**src/rtl/rmst_pkg.sv**
```systemverilog
`timescale 1ns / 1ps
`default_nettype none

package rmst_pkg;

    // field widths
    localparam int IDX_W  = 10;
    localparam int DATA_W = 32;
    localparam int SIZE_W = 11;

    // default geometry
    localparam int MAX_ENTRIES_DEF = 1024;
    localparam int LEVELS_DEF      = 11;

    // size register reset value
    localparam logic [SIZE_W-1:0] SIZE_RESET = 11'd1024;

    // item modes
    localparam logic [1:0] MODE_WRITE = 2'd0;
    localparam logic [1:0] MODE_BUILD = 2'd1;
    localparam logic [1:0] MODE_QUERY = 2'd2;
    localparam logic [1:0] MODE_NONE  = 2'd3;

    // register word index
    localparam logic CFG_SIZE_IDX = 1'b0;

    typedef struct packed {
        logic [1:0]              mode;
        logic [IDX_W-1:0]        start_index;
        logic [IDX_W-1:0]        end_index;
        logic signed [DATA_W-1:0] write_value;
    } in_item_t;

    typedef struct packed {
        logic signed [DATA_W-1:0] range_minimum;
        logic                     out_of_range;
    } out_item_t;

    // position of the highest set bit, zero for zero
    function automatic logic [4:0] floor_log2(input logic [31:0] v);
        logic [4:0] k;
        k = 5'd0;
        for (int b = 1; b < 32; b++) begin
            if (v[b]) begin
                k = 5'(b);
            end
        end
        return k;
    endfunction

endpackage

`default_nettype wire

```
**src/rtl/rmst_min.sv**
```systemverilog
`timescale 1ns / 1ps
`default_nettype none

module rmst_min (
    input  wire logic signed [rmst_pkg::DATA_W-1:0] a,
    input  wire logic signed [rmst_pkg::DATA_W-1:0] b,
    output logic      signed [rmst_pkg::DATA_W-1:0] y
);

    // signed minimum, shared by build and query
    assign y = (a < b) ? a : b;

endmodule

`default_nettype wire

```
**src/rtl/rmst_seq.sv**
```systemverilog
`timescale 1ns / 1ps
`default_nettype none

module rmst_seq #(
    parameter int MAX_ENTRIES = rmst_pkg::MAX_ENTRIES_DEF,
    parameter int LEVELS      = rmst_pkg::LEVELS_DEF,
    localparam int IW = $clog2(MAX_ENTRIES),
    localparam int LW = $clog2(LEVELS)
) (
    input  wire logic                        clk,
    input  wire logic                        rst_n,
    input  wire logic                        item_valid,
    output logic                             item_stall,
    input  wire rmst_pkg::in_item_t          item_data,
    output logic                             result_valid,
    input  wire logic                        result_stall,
    output rmst_pkg::out_item_t              result_data,
    input  wire logic [rmst_pkg::SIZE_W-1:0] size_in_use,
    output logic                             ram_en,
    output logic                             ram_we,
    output logic [LW+IW-1:0]                 ram_addr,
    output logic [rmst_pkg::DATA_W-1:0]      ram_wdata,
    input  wire logic [rmst_pkg::DATA_W-1:0] ram_rdata
);

    localparam int NW = $clog2(MAX_ENTRIES + 1);
    localparam int CW = (NW > rmst_pkg::SIZE_W) ? NW : rmst_pkg::SIZE_W;

    typedef enum logic [3:0] {
        S_IDLE,
        S_WRITE,
        S_SKIP,
        S_B_INIT,
        S_B_RDA,
        S_B_RDB,
        S_B_WR,
        S_Q_SETUP,
        S_Q_RD1,
        S_Q_RD2,
        S_Q_CMP
    } state_t;

    state_t               state_reg;
    rmst_pkg::in_item_t   item_reg;
    rmst_pkg::out_item_t  result_reg;
    logic                 result_valid_reg;
    logic [LW-1:0]        k_reg;
    logic [LW-1:0]        top_reg;
    logic [CW-1:0]        i_reg;
    logic [CW-1:0]        delta_reg;
    logic [IW-1:0]        lo_reg;
    logic [IW-1:0]        second_reg;
    logic                 oor_reg;
    logic signed [rmst_pkg::DATA_W-1:0] a_reg;

    logic [CW-1:0]        size_w;
    logic [CW-1:0]        n_eff;
    logic [4:0]           top_raw;
    logic [LW-1:0]        top_cap;
    logic [rmst_pkg::IDX_W-1:0] lo_idx;
    logic [rmst_pkg::IDX_W-1:0] hi_idx;
    logic [rmst_pkg::IDX_W:0]   span;
    logic [4:0]           k_raw;
    logic [LW-1:0]        k_cap;
    logic [CW-1:0]        second_w;
    logic [CW-1:0]        next_i;
    logic [CW-1:0]        next_end;
    logic signed [rmst_pkg::DATA_W-1:0] min_val;
    logic                 result_free;
    logic                 accept;

    // effective table size, clamped to 1 .. MAX_ENTRIES
    always_comb
    begin
        size_w = CW'(size_in_use);
        if (size_w == '0)
        begin
            n_eff = CW'(1);
        end
        else if (size_w > CW'(MAX_ENTRIES))
        begin
            n_eff = CW'(MAX_ENTRIES);
        end
        else
        begin
            n_eff = size_w;
        end
    end

    // top level of the build
    always_comb
    begin
        top_raw = rmst_pkg::floor_log2(32'(n_eff));
        top_cap = (top_raw > 5'(LEVELS - 1)) ? LW'(LEVELS - 1) : LW'(top_raw);
    end

    // query range ordering, level and second position
    always_comb
    begin
        if (item_reg.start_index < item_reg.end_index)
        begin
            lo_idx = item_reg.start_index;
            hi_idx = item_reg.end_index;
        end
        else
        begin
            lo_idx = item_reg.end_index;
            hi_idx = item_reg.start_index;
        end
        span     = {1'b0, hi_idx} - {1'b0, lo_idx} + 11'd1;
        k_raw    = rmst_pkg::floor_log2(32'(span));
        k_cap    = (k_raw > 5'(LEVELS - 1)) ? LW'(LEVELS - 1) : LW'(k_raw);
        second_w = CW'(hi_idx) + CW'(1) - (CW'(1) << k_cap);
    end

    // build walk bookkeeping
    assign next_i   = i_reg + CW'(1);
    assign next_end = next_i + delta_reg;

    // shared compare unit
    rmst_min u_min (
        .a (a_reg),
        .b ($signed(ram_rdata)),
        .y (min_val)
    );

    assign result_free  = !result_valid_reg || !result_stall;
    assign item_stall   = (state_reg != S_IDLE);
    assign accept       = item_valid && !item_stall;
    assign result_valid = result_valid_reg;
    assign result_data  = result_reg;

    // memory port
    always_comb
    begin
        ram_en    = 1'b0;
        ram_we    = 1'b0;
        ram_addr  = '0;
        ram_wdata = min_val;
        unique case (state_reg)
            S_WRITE:
            begin
                ram_en    = (CW'(item_reg.start_index) < n_eff);
                ram_we    = 1'b1;
                ram_addr  = {LW'(0), IW'(item_reg.start_index)};
                ram_wdata = item_reg.write_value;
            end
            S_B_RDA:
            begin
                ram_en   = 1'b1;
                ram_addr = {k_reg - LW'(1), i_reg[IW-1:0]};
            end
            S_B_RDB:
            begin
                ram_en   = 1'b1;
                ram_addr = {k_reg - LW'(1), IW'(i_reg + delta_reg)};
            end
            S_B_WR:
            begin
                ram_en   = 1'b1;
                ram_we   = 1'b1;
                ram_addr = {k_reg, i_reg[IW-1:0]};
            end
            S_Q_RD1:
            begin
                ram_en   = !oor_reg;
                ram_addr = {k_reg, lo_reg};
            end
            S_Q_RD2:
            begin
                ram_en   = !oor_reg;
                ram_addr = {k_reg, second_reg};
            end
            default:
            begin
                ram_en = 1'b0;
            end
        endcase
    end

    // sequencer and result register
    always_ff @(posedge clk or negedge rst_n)
    begin
        if (!rst_n)
        begin
            state_reg        <= S_IDLE;
            result_valid_reg <= 1'b0;
            result_reg       <= '0;
            item_reg         <= '0;
            k_reg            <= '0;
            top_reg          <= '0;
            i_reg            <= '0;
            delta_reg        <= '0;
            lo_reg           <= '0;
            second_reg       <= '0;
            oor_reg          <= 1'b0;
            a_reg            <= '0;
        end
        else
        begin
            // the compare step loads the next result itself
            if (result_valid_reg && !result_stall && (state_reg != S_Q_CMP))
            begin
                result_valid_reg <= 1'b0;
            end

            unique case (state_reg)
                S_IDLE:
                begin
                    if (accept)
                    begin
                        item_reg <= item_data;
                        unique case (item_data.mode)
                            rmst_pkg::MODE_WRITE: state_reg <= S_WRITE;
                            rmst_pkg::MODE_BUILD: state_reg <= S_B_INIT;
                            rmst_pkg::MODE_QUERY: state_reg <= S_Q_SETUP;
                            rmst_pkg::MODE_NONE:  state_reg <= S_SKIP;
                        endcase
                    end
                end
                S_WRITE:
                begin
                    state_reg <= S_IDLE;
                end
                S_SKIP:
                begin
                    state_reg <= S_IDLE;
                end
                S_B_INIT:
                begin
                    k_reg     <= LW'(1);
                    top_reg   <= top_cap;
                    i_reg     <= '0;
                    delta_reg <= CW'(1);
                    state_reg <= (top_cap == '0) ? S_IDLE : S_B_RDA;
                end
                S_B_RDA:
                begin
                    state_reg <= S_B_RDB;
                end
                S_B_RDB:
                begin
                    a_reg     <= $signed(ram_rdata);
                    state_reg <= S_B_WR;
                end
                S_B_WR:
                begin
                    if (next_end < n_eff)
                    begin
                        i_reg     <= next_i;
                        state_reg <= S_B_RDA;
                    end
                    else if (k_reg == top_reg)
                    begin
                        state_reg <= S_IDLE;
                    end
                    else
                    begin
                        k_reg     <= k_reg + LW'(1);
                        delta_reg <= delta_reg << 1;
                        i_reg     <= '0;
                        state_reg <= S_B_RDA;
                    end
                end
                S_Q_SETUP:
                begin
                    oor_reg    <= (CW'(hi_idx) >= n_eff);
                    lo_reg     <= IW'(lo_idx);
                    second_reg <= IW'(second_w);
                    k_reg      <= k_cap;
                    state_reg  <= S_Q_RD1;
                end
                S_Q_RD1:
                begin
                    state_reg <= S_Q_RD2;
                end
                S_Q_RD2:
                begin
                    a_reg     <= $signed(ram_rdata);
                    state_reg <= S_Q_CMP;
                end
                S_Q_CMP:
                begin
                    if (result_free)
                    begin
                        result_valid_reg         <= 1'b1;
                        result_reg.out_of_range  <= oor_reg;
                        result_reg.range_minimum <= oor_reg ? '0 : min_val;
                        state_reg                <= S_IDLE;
                    end
                end
                default:
                begin
                    state_reg <= S_IDLE;
                end
            endcase
        end
    end

endmodule

`default_nettype wire

```
**config.mk**
```make
export PLATFORM = sky130hd
export DESIGN_NAME = rmst_seq
export DESIGN_NICKNAME = d
export VERILOG_FILES = /design/src/rtl/rmst_pkg.sv /design/src/rtl/rmst_min.sv /design/src/rtl/rmst_seq.sv
export SDC_FILE = /design/constraint.sdc
export NUM_CORES = 1
export LEC_CHECK = 0
export BUFFER_PORTS_ARGS = -buffer_cell sky130_fd_sc_hd__buf_4
export CORE_MARGIN = 1.5
export CORE_UTILIZATION = 63
export DETAILED_ROUTE_END_ITERATION = 8
export PLACE_DENSITY = 0.87
export SLEW_MARGIN = 10
export SYNTH_ARGS = -nofsm -noshare
export SYNTH_HDL_FRONTEND = slang
export SYNTH_SLANG_ARGS = --single-unit
```
**constraint.sdc**
```tcl
create_clock -name clk -period 15.3 [get_ports clk]
set_input_delay 0.765 -clock clk [delete_from_list [all_inputs] [get_ports clk]]
set_output_delay 0.765 -clock clk [all_outputs]
set_load 0.01 [all_outputs]
```
==> flow_summary.ini <==
[status]
outcome = finished, final reports clean

[job]
drv_cap = 0

[cells_and_area]
fin_cells = 1674
area_growth_pct = 18.5
fin_nets = 1654
drive_gt1_frac = 0.208
fillers = 1313
largest_reg_flops = 52
antenna_cells = 0

[worst_setup_path]
cpMostUsedCell = ha_1
max_stage_delay_ps = 700
r2r-start = item_reg[44]
path_max_fanout = 28
r2r_slack_ps = 8130
required_ps = 15640
critical_path_class = reg2reg
arrival_ps = 7520
cp_top_family = compound AO/OA/AOI/OAI gates
end_kind = flop
crit_path_start_kind = flop
critPathBufInv = 0
slowest_stage = and2_1
startpoint = item_reg[44]

[drt]
drtIter0Drc = 934
vias_per_cell = 6.14
drtPass1Iterations = 5
route.detailed.drc = 0
via_count = 10273
antenna_left = 0
finalWirelength_um = 31700
wl_per_cell_um = 19.0

[cts]
cts-resized-gates = 0
cts_tree = done
holdBufCountCts = 0
numCtsBuffers = 17
insertion_delay_ps = 450
postCtsSetupRepairBufs = 0
clkSinkCount = 173
htreeDepth = 4
cts_root_buffer = clkbuf_16
path_clk_slew_ps = 70
clockBufferDepth = 2

[sta]
setup_tns_ps = 0
slew_violations = 0
period_share = 0.469
relSlewSlack = 0.174
rsz0062_at_grt = false
tightest_slew_ps = 1230
finClkSkew_ps = 16.3
final.min_clock_period_ps = 7170
fmax_mhz = 139
hold_viol_final = 0
setup_viol = 0

[synth]
seq_area_frac_synth = 0.373
synth_top_area_share = 0.373
yosys.area.top_type = dfrtp_1
synth_edf_count = 0
ys.flop_type = dfrtp_1
syn_nets = 1499
synth_area_per_cell_um2 = 9.09
yosys-top-cells-area = dfrtp_1, ha_1, mux2_2, nand2_1, mux2i_1
synthesis.area_um2 = 11600
synth.ff_latch_count = 173
yosys.cell_types.count = 64
ys_warn_count = 0
synth_cells = 1277
synth-async-reset-ratio = 1.00

[place]
place.gp.congestion = 0.987
portBuffers = 183
dp_hpwl_um = 23400
dp_cells = 1642

[power_and_ir_drop]
powerDensity_nw_per_um2 = 283
ir_worst_vdd_uv = 244
power_leakage_nw = 6.69

[floorplan]
die_area_um2 = 19300
die_h_um = 139
core-area_um2 = 18000
start_util = 0.644
rows = 49
die_x_um = 139
ios = 184

[global_routing]
grt_overflow = 0
grt_first_pass_wirelength_um = 51300
grt_max_degree = 93
grt_antenna_before_repair = 0
grt_usage = 0.333
first_global_vias = 9991

[min_path]
hold_class = in2async
Yosys cell counts, types with 3 or more instances:
cell type	count
xor2_1	19
nor4_1	3
mux2i_1	42
a21oi_1	83
o211ai_1	11
or4_1	4
dfrtp_1	173
nor2b_1	9
nor3_1	17
o21ai_1	62
clkbuf_1	46
buf_1	3
buf_2	5
mux2_2	59
inv_1	66
nand2b_1	6
or3_1	13
nor2_1	80
o21a_1	10
a2111oi_0	4
nand3_1	18
o31ai_1	9
fa_1	4
o21ai_0	84
and3_1	5
a22oi_1	19
a211oi_1	6
nand2_1	169
a21o_1	21
o22ai_1	3
a222oi_1	3
a211o_1	3
o21bai_1	10
xnor2_1	30
buf_4	3
a31oi_1	5
nand4_1	17
ha_1	117
kinds of logic (layout without fill, tap and decap cells):
kind of cell             Yosys count  after routing  share of synthesized area
AND/OR/NAND/NOR                  356            356                      0.137
multiplexers                     101            101                     0.0934
flip-flops                       173            173                      0.373
buffers and inverters            124            292                     0.0416
adder cells (fa/ha/maj)          121            121                      0.133
AO/OA/AOI/OAI                    353            353                      0.185
XOR/XNOR                          49             49                     0.0370
placed cells by master, fill, tap and decap left out, types with 9 or more instances in the layout:
master / count
dfrtp_1: 173
or3_1: 13
o31ai_1: 9
nor2b_1: 9
nor3_1: 17
xnor2_1: 30
o21ai_0: 84
inv_1: 66
ha_1: 117
clkbuf_16: 17
o21bai_1: 10
o21ai_1: 62
nand3_1: 17
o211ai_1: 11
nand4_1: 17
nor2_1: 79
xor2_1: 19
a22oi_1: 19
buf_4: 192
a21o_1: 21
nand2_1: 168
o21a_1: 10
mux2_2: 59
mux2i_1: 42
a21oi_1: 83
per-layer routing:
layer	wire, µm	part of all wire	GRT usage	vias up
li1	-	-	-	4882
met1	13700	0.43	0.452	4901
met2	15000	0.47	0.538	414
met3	1900	0.060	0.0497	76
met4	1160	0.036	0.139	0
met5	0	0	0	-
final cells by class:
cell class                      instances  area, µm²  share of cell area
Clock inverter                         14        174              0.0126
Inverter                               67        251              0.0183
Multi-Input combinational cell        980       6830               0.496
Sequential cell                       173       4330               0.315
Timing Repair Buffer                  193       1450               0.106
Clock buffer                           18        439              0.0319
Tap cell                              229        287              0.0208
stage by stage:
step | utilization | area (µm²) | power (mW) | worst slack [ps] | hold slack, ps
2_1_floorplan | - | 11600 | 2.64 | 9070 | 449
3_3_place_gp | 0.729 | 13100 | 3.28 | 8550 | 464
3_5_place_dp | 0.729 | 13100 | 3.37 | 8300 | 476
4_1_cts | 0.763 | 13800 | 3.85 | 8250 | 447
5_1_grt | 0.763 | 13800 | 4.21 | 7550 | 472
6_report | 0.763 | 13800 | 3.89 | 8130 | 405
where the power goes:
part           switching (mW)  total, mW  internal [mW]  leakage [nW]
Sequential              0.191      0.845          0.654          2.17
Clock                   0.211      0.450          0.238         0.300
Combinational            1.46       2.60           1.14          4.22
worst paths after layout:
| path | end | cells after the start |
|---|---|---|
| setup / recovery | second_reg[9] | 28 |
| hold / removal | item_reg[40] | 1 |
| setup reg to reg | second_reg[9] | 28 |
| hold reg to reg | result_data[9] | 2 |
| max in group asynchronous | k_reg[1] | 2 |
| min in group clk | result_data[9] | 2 |
(Power assumes the default switching activity.)
